==> config.mk <==
export PLATFORM = sky130hd
export DESIGN_NAME = cbspl_ctrl
export DESIGN_NICKNAME = d
export VERILOG_FILES = /design/src/hdl/cbspl_pkg.sv /design/src/hdl/cbspl_ctrl.sv
export SDC_FILE = /design/constraint.sdc
export NUM_CORES = 1
export LEC_CHECK = 0
export ABC_CLOCK_PERIOD_IN_PS = 2220
export BUFFER_PORTS_ARGS = -buffer_cell sky130_fd_sc_hd__buf_4
export CAP_MARGIN = 5
export CORE_UTILIZATION = 45
export DETAILED_ROUTE_END_ITERATION = 10
export PLACE_DENSITY = 0.67
export SKIP_CTS_REPAIR_TIMING = 1
export SKIP_LAST_GASP = 1
export SLEW_MARGIN = 0
export SYNTH_ARGS = -nofsm -noshare
export SYNTH_HDL_FRONTEND = slang
export SYNTH_SLANG_ARGS = --single-unit
==> constraint.sdc <==
create_clock -name aclk -period 2.22 [get_ports aclk]
set_input_delay 0.333 -clock aclk [delete_from_list [all_inputs] [get_ports aclk]]
set_output_delay 0.333 -clock aclk [all_outputs]
set_load 0.05 [all_outputs]
==> src/hdl/cbspl_pkg.sv <==
// ----------------------------------------------------------------------------
// cbspl_pkg - shared types and constants for the cubic B-spline evaluator
// Payload structs, codes, widths and the controller/datapath interface.
// ----------------------------------------------------------------------------
package cbspl_pkg;

    localparam int MAX_POINTS = 1024;
    localparam int FRAC_BITS  = 16;

    localparam int NUM_TAPS   = 4;
    localparam int NUM_AXES   = 3;
    localparam int COORD_W    = 32;
    localparam int SEG_W      = 10;
    localparam int FRAC_IN_W  = 16;

    localparam int CNT_W  = $clog2(MAX_POINTS + 1);
    localparam int ADDR_W = $clog2(MAX_POINTS);
    localparam int IDX_W  = ((CNT_W > SEG_W) ? CNT_W : SEG_W) + 1;

    // weight numerators: |w| < 8 * 2^F
    localparam int WGT_W  = FRAC_BITS + 4;
    localparam int PROD_W = COORD_W + WGT_W;
    localparam int SUM_W  = PROD_W + 2;
    // sum after rounding offset and shift by F+1
    localparam int S1_W   = SUM_W - FRAC_BITS - 1;

    // position divide by three: offset dividend below 6 * 2^31 < 2^34
    localparam int U_W           = 34;
    localparam int DIV_STEP_BITS = 8;
    localparam int DIV_W         = 40;
    localparam int DIV_STEPS     = DIV_W / DIV_STEP_BITS;
    localparam int STEP_W        = 3;

    typedef logic signed [COORD_W-1:0] coord_t;

    typedef enum logic [1:0] {
        FUNC_APPEND = 2'd0,
        FUNC_POS    = 2'd1,
        FUNC_TAN    = 2'd2,
        FUNC_NONE   = 2'd3
    } func_t;

    typedef enum logic [1:0] {
        STATUS_OK      = 2'd0,
        STATUS_SEG_ERR = 2'd1,
        STATUS_FULL    = 2'd2
    } status_t;

    typedef struct packed {
        func_t                  func;
        logic signed [31:0]     point_x;
        logic signed [31:0]     point_y;
        logic signed [31:0]     point_z;
        logic [SEG_W-1:0]       segment;
        logic [FRAC_IN_W-1:0]   fraction;
    } in_item_t;

    typedef struct packed {
        logic signed [31:0] out_x;
        logic signed [31:0] out_y;
        logic signed [31:0] out_z;
        status_t            status;
    } out_item_t;

    typedef struct packed {
        logic       load_item;
        logic       chk;
        logic       cu;
        logic       wgt;
        logic       rd_en;
        logic [1:0] rd_idx;
        logic       mul_en;
        logic [1:0] mul_idx;
        logic       acc_en;
        logic       rnd;
        logic       div_step;
        logic       load_out;
    } dp_cmd_t;

    typedef struct packed {
        logic run;
        logic is_pos;
    } dp_stat_t;

endpackage

==> src/hdl/cbspl_ctrl.sv <==
// ----------------------------------------------------------------------------
// cbspl_ctrl - sequencing controller
// One-hot state machine issuing datapath commands and owning both handshakes.
// ----------------------------------------------------------------------------
module cbspl_ctrl
    import cbspl_pkg::*;
(
    input  logic     aclk,
    input  logic     aresetn,
    input  logic     s_valid,
    output logic     s_ready,
    output logic     m_valid,
    input  logic     m_ready,
    output dp_cmd_t  cmd,
    input  dp_stat_t stat
);

    typedef enum logic [7:0] {
        S_IDLE = 8'b0000_0001,
        S_CHK  = 8'b0000_0010,
        S_CU   = 8'b0000_0100,
        S_WGT  = 8'b0000_1000,
        S_MAC  = 8'b0001_0000,
        S_RND  = 8'b0010_0000,
        S_DIV  = 8'b0100_0000,
        S_DONE = 8'b1000_0000
    } state_t;

    localparam logic [STEP_W-1:0] MAC_LAST = STEP_W'(NUM_TAPS + 1);
    localparam logic [STEP_W-1:0] DIV_LAST = STEP_W'(DIV_STEPS - 1);

    state_t              state_reg, state_next;
    logic [STEP_W-1:0]   cnt_reg, cnt_next;
    logic                m_valid_reg, m_valid_next;

    assign s_ready = (state_reg == S_IDLE);
    assign m_valid = m_valid_reg;

    always_comb begin
        state_next   = state_reg;
        cnt_next     = cnt_reg;
        m_valid_next = m_valid_reg;
        cmd          = '0;
        if (m_valid_reg && m_ready) begin
            m_valid_next = 1'b0;
        end
        case (state_reg)
            S_IDLE: begin
                if (s_valid) begin
                    cmd.load_item = 1'b1;
                    state_next    = S_CHK;
                end
            end
            S_CHK: begin
                cmd.chk    = 1'b1;
                state_next = stat.run ? S_CU : S_DONE;
            end
            S_CU: begin
                cmd.cu     = 1'b1;
                state_next = S_WGT;
            end
            S_WGT: begin
                cmd.wgt    = 1'b1;
                cnt_next   = '0;
                state_next = S_MAC;
            end
            S_MAC: begin
                cmd.rd_en   = (cnt_reg < STEP_W'(NUM_TAPS));
                cmd.rd_idx  = cnt_reg[1:0];
                cmd.mul_en  = (cnt_reg >= STEP_W'(1)) && (cnt_reg <= STEP_W'(NUM_TAPS));
                cmd.mul_idx = 2'(cnt_reg - STEP_W'(1));
                cmd.acc_en  = (cnt_reg >= STEP_W'(2));
                if (cnt_reg == MAC_LAST) begin
                    cnt_next   = '0;
                    state_next = S_RND;
                end else begin
                    cnt_next = cnt_reg + STEP_W'(1);
                end
            end
            S_RND: begin
                cmd.rnd    = 1'b1;
                cnt_next   = '0;
                state_next = stat.is_pos ? S_DIV : S_DONE;
            end
            S_DIV: begin
                cmd.div_step = 1'b1;
                if (cnt_reg == DIV_LAST) begin
                    cnt_next   = '0;
                    state_next = S_DONE;
                end else begin
                    cnt_next = cnt_reg + STEP_W'(1);
                end
            end
            S_DONE: begin
                if (!m_valid_reg || m_ready) begin
                    cmd.load_out = 1'b1;
                    m_valid_next = 1'b1;
                    state_next   = S_IDLE;
                end
            end
            default: begin
                state_next = S_IDLE;
            end
        endcase
    end

    always_ff @(posedge aclk) begin
        if (!aresetn) begin
            state_reg   <= S_IDLE;
            cnt_reg     <= '0;
            m_valid_reg <= 1'b0;
        end else begin
            state_reg   <= state_next;
            cnt_reg     <= cnt_next;
            m_valid_reg <= m_valid_next;
        end
    end

`ifndef SYNTHESIS
    a_done_holds: assert property (@(posedge aclk) disable iff (!aresetn)
        (state_reg == S_DONE && m_valid_reg && !m_ready) |=> (state_reg == S_DONE))
        else $error("result dropped while output register busy");

    a_mac_bound: assert property (@(posedge aclk) disable iff (!aresetn)
        (state_reg == S_MAC) |-> (cnt_reg <= MAC_LAST))
        else $error("MAC step counter out of range");

    a_valid_src: assert property (@(posedge aclk) disable iff (!aresetn)
        $rose(m_valid_reg) |-> $past(state_reg == S_DONE))
        else $error("result raised outside completion state");
`endif

endmodule

* Word-level counts from Yosys, hierarchy flattened *
Index checks and enable logic that the tools add are counted.

word-level totals
  output and inout bits = 16
  input bits = 6
  bits in registers = 12

operators by class
  equality and inequality tests = 14
  $lt $le $gt $ge = 4
  mux-type cells = 23
  $add $sub $neg = 2
  reductions and logical operators = 7

operators with widths
  cell                   count
  $pmux W8 S8            1
  $mux W8                6
  $mux W1                12
  $pmux W3 S3            1
  $eq A8 B1 Y1 const B   1
  $eq A8 B2 Y1 const B   1
  $eq A8 B3 Y1 const B   1
  $eq A8 B4 Y1 const B   1
  $eq A8 B5 Y1 const B   1
  $eq A8 B6 Y1 const B   1
  $eq A8 B7 Y1 const B   1
  $eq A8 B8 Y1 const B   1
  $ne A2 B2 Y1 const B   4
  $mux W7                1
  $eq A3 B3 Y1 const B   2
  $mux W3                2
  $reduce_and A4 Y1      1
  $add A3 B1 Y3 const B  1
  $ge A3 B1 Y1 const B   1
  $ge A3 B2 Y1 const B   1
  $le A3 B3 Y1 const B   1
  $lt A3 B3 Y1 const B   1
  $reduce_bool A3 Y1     1
  $logic_and A1 B1 Y1    2
  other kinds (4)        4

* Longest topological paths before layout *
  depth after elaboration = 4
  depth in mapped cells = 6
  mapped depth without buffers = 6

* Worst setup path after synthesis *
Ideal clock, no wire load.

  path type = register -> output
  from = register state_reg[3]
  to = output cmd[0] (netlist bit)
  data required time = 1.887 ns
  slack = -0.240 ns
  cell stages (with the launch flop) = 5
  arrival time = 2.127 ns
  path buffers = 1
  cells stage by stage = dfxtp_1 -> buf_6 -> or4_4 -> or4_1 -> nor2_1

RTL lines
  item                      RTL line           RTL
  start: declaration        cbspl_ctrl.sv:32   state_t state_reg, state_next;
  start signal: assignment  cbspl_ctrl.sv:113  state_reg <= state_next;
  end: declaration          cbspl_ctrl.sv:14   output dp_cmd_t cmd,

==> results.txt <==
----------------------------------------------------
[Status]
  Status ... finished clean

[Synth]
  Number of enable-type register cells in the synthesized netlist ... 0
  Post-Synth XOR/XNOR Area ... 3.18%
  Part of the Yosys area used for sequential elements ... just under 30%
  Library cell with the largest summed area after synthesis ... sky130_fd_sc_hd__dfxtp_1
  Multiplexer share of the synthesized area ... 1.21%
  Share of synthesized cell area in and, or, nand and nor gates ... 30.7%
  Yosys warns ... 0
  Number of register bits inferred by synthesis ... 12
  Average size of a mapped cell ... just under 8 µm²
  Most common flop cell mapped by yosys ... sky130_fd_sc_hd__dfxtp_1
  Netlist area before placement ... just over 800 µm²
  Area share of the largest cell type after synthesis ... 29.0%
  Synth Area in Adders ... under 10%
  Largest cells by area after synthesis ... sky130_fd_sc_hd__dfxtp_1 (29%), sky130_fd_sc_hd__ha_1 (4.5%), sky130_fd_sc_hd__inv_1 (4.5%)
  Synth Area in Compound Gates ... a little under a quarter
  Number of standard cells after synthesis ... around 110
  Library cells used by synthesis ... 40
  Share of flip-flops with an asynchronous set or reset after synthesis ... 0%
  Post-synthesis net count ... ~110
  Combinational family with the most area after synthesis ... simple AND/OR/NAND/NOR gates

[Clock tree]
  Max Buffers Root-to-Sink ... 2
  Skew-Pair Late Insertion Delay ... around 0.28 ns
  H-tree level count ... 1
  Clock root buffer ... sky130_fd_sc_hd__clkbuf_4
  TritonCTS clock tree ... done
  CTS buffer count ... 3
  CTS clock-pin slew for the worst setup and hold paths ... approximately 0.08 ns
  Clock sink count ... 12

[Drt]
  First-pass iteration count of the detailed router ... 4
  Antenna viol nets, final ... 0
  Vias ... ~850
  Detailed-route DRC error count ... 0
  Wirelength per Cell ... between 10 and 15 µm
  Starting DRC count in detailed routing ... 17
  Drt total wl ... a little under 2 mm
  Detailed-route vias per instance ... 5.46

[Setup path]
  Data required time at the worst endpoint ... roughly 1.9 ns
  Type of element capturing the critical path ... output port
  Capture point of the worst path ... cmd[0]
  Setup Crit Path Kind ... reg -> out
  Critical Path Source ... state_reg[4]$_SDFFE_PN0P_
  Maximum fanout along the worst path ... 3
  Destination of the worst register-to-register timing path ... state_reg[7]$_SDFFE_PN0P_
  Setup slack of the most critical reg-to-reg path ... about 0.48 ns
  FF-to-FF path depth ... 4
  Data arrival time of the worst path ... ~1.9 ns
  Kind of launch point of the worst setup path ... flop
  Launch instance of the worst register-to-register path ... state_reg[4]$_SDFFE_PN0P_

[Min path]
  Hold WC Path Type ... in -> reg
  Number of stages on the worst hold path ... 3

[Floorplan]
  Die area ... roughly 2000 µm²
  Chip Width ... ~45 µm
  Initial Utilization ... a little under half
  Row count ... 15
  Die span in y ... between 40 and 50 µm
  Area of the core ... ~1700 µm²
  Count of pins on the block boundary ... 22

[Timing]
  Setup repair after global routing missed its margin ... true
  Slew headroom ... roughly 77%
  Total negative slack ... 0 ns
  Fin crit share ... between 90% and 100%
  Final min period ... 2.21 ns
  Worst-case clock skew ... 0.00515 ns
  Highest Clock Rate ... 451 MHz
  Final Hold Vio Count ... 0
  Setup violation total in the final timing report ... 0
  Least-Margin Pin Slew ... 0.342 ns
  Final number of max-transition violations ... 0

[Layout]
  Area growth from synthesis to final layout ... 33.6%
  Commonest non-fill, non-tap cells in the layout ... sky130_fd_sc_hd__buf_4 (25), sky130_fd_sc_hd__dfxtp_1 (10), sky130_fd_sc_hd__inv_1 (9), sky130_fd_sc_hd__nor2_1 (9), sky130_fd_sc_hd__nand2_1 (7)
  Combined area of the multi-input logic cells ... ~540 µm²
  Total Nets Final ... between 100 and 150
  Share of post-route cells with drive strength above 1 ... between 30% and 40%
  Flip-flop count of the largest register, all copies and words added ... 8
  Register area ... around 240 µm²
  Most frequent standard cell in the layout excluding fill and tap cells ... sky130_fd_sc_hd__buf_4
  # diodes ... 0
  Number of non-filler instances in the completed layout ... about 160
  Filler instances ... 166

[Pwr]
  Power per cell area ... between 400 and 500 nW/µm²
  Max rail drop VDD ... 0.320 mV
  Leakage component of the power ... between 0.4 and 0.5 nW

[Global routing]
  Number of global-route vias before repair ... around 740
  Initial antenna violation count ... 0
  Aggregate global-route resource usage ... 22.5%
  Global-route wire length before repair ... 3.33 mm
  GRT Residual Overflow ... 0
  Largest net degree at the start of global routing ... 11

[Placement]
  Hpwl dp ... 1.51 mm
  I/O Buffers ... 21
  Placer Congestion ... roughly 0.80
  Placed cell count ... between 150 and 200

[Flow run]
  # Max-Cap Violations ... 0

----------------------------------------------------
==> critical path: stages (launching register included) <==
cell	delay, ns
sky130_fd_sc_hd__dfxtp_2	0.32
sky130_fd_sc_hd__or4_4	0.54
sky130_fd_sc_hd__or4_4	0.46
sky130_fd_sc_hd__nor2_2	0.12
sky130_fd_sc_hd__buf_6	0.17
==> worst min path at each step <==
stage,start,end
2_1_floorplan,stat[1],state_reg[2]$_SDFFE_PN0P_
3_3_place_gp,state_reg[2]$_SDFFE_PN0P_,state_reg[3]$_SDFFE_PN0P_
3_5_place_dp,state_reg[2]$_SDFFE_PN0P_,state_reg[3]$_SDFFE_PN0P_
4_1_cts,stat[1],state_reg[2]$_SDFFE_PN0P_
5_1_grt,stat[1],state_reg[2]$_SDFFE_PN0P_
6_report,stat[1],state_reg[2]$_SDFFE_PN0P_
==> synth_stat cells, drive strengths merged, types with 2 or more instances <==
| cell type | instances |
|---|---|
| buf | 3 |
| or4 | 3 |
| o2111ai | 2 |
| nor4 | 3 |
| o32ai | 2 |
| nor3 | 5 |
| clkbuf | 2 |
| nand2 | 7 |
| nor2 | 10 |
| o21a | 3 |
| nand3 | 2 |
| nand2b | 4 |
| xor2 | 2 |
| a21oi | 6 |
| dfxtp | 12 |
| inv | 10 |
| nand4 | 2 |
| and3 | 3 |
| o21ai | 3 |
| and2 | 3 |
| nand4b | 2 |
| ha | 3 |
==> layer usage <==
| metal | vias up | global-route usage [%] | part of all wire, % |
|---|---|---|---|
| met5 | - | 0 | 0 |
| met4 | 0 | 7.27 | 0.20 |
| met3 | 2 | 3.60 | 4.7 |
| met2 | 23 | 34.7 | 48 |
| met1 | 391 | 32.0 | 47 |
| li1 | 436 | - | - |
==> stage by stage <==
| stage | setup WS (ns) | total power, mW | util (%) | area [µm²] | hold WS [ns] |
|---|---|---|---|---|---|
| global placement | 0.165 | 0.327 | 59.8 | 1030 | 0.512 |
| global route | -0.0687 | 0.525 | 64.0 | 1100 | 0.299 |
| floorplan | -0.115 | 0.294 | - | 833 | 0.451 |
| CTS | -0.157 | 0.508 | 61.9 | 1070 | 0.286 |
| detailed placement | 0.160 | 0.329 | 59.8 | 1030 | 0.515 |
| finish | 0.00508 | 0.505 | 64.0 | 1100 | 0.289 |
==> layout make-up <==
| type | instances | area share (%) |
|---|---|---|
| clock buffer | 4 | 3.28 |
| inverter | 10 | 3.40 |
| multi-input combinational | 78 | 49.2 |
| sequential | 12 | 22.0 |
| tap | 25 | 2.83 |
| timing repair buffer | 27 | 19.4 |
==> report_power, final <==
part / switching, mW / total [mW] / internal [mW]
sequential: 0.00851 / 0.228 / 0.220
clock: 0.0795 / 0.179 / 0.0997
combinational: 0.0578 / 0.0971 / 0.0393
total: 0.146 / 0.505 / 0.359
==> cells by family (layout without fill, tap and decap cells) <==
| logic type | count (synthesis) | after routing |
|---|---|---|
| XOR/XNOR | 3 | 3 |
| adder cells (fa/ha/maj) | 3 | 3 |
| flip-flops | 12 | 12 |
| multiplexers | 1 | 1 |
| AO/OA/AOI/OAI | 25 | 25 |
| AND/OR/NAND/NOR | 46 | 46 |
| buffers and inverters | 15 | 41 |
Power figures use the tool's default switching activity.
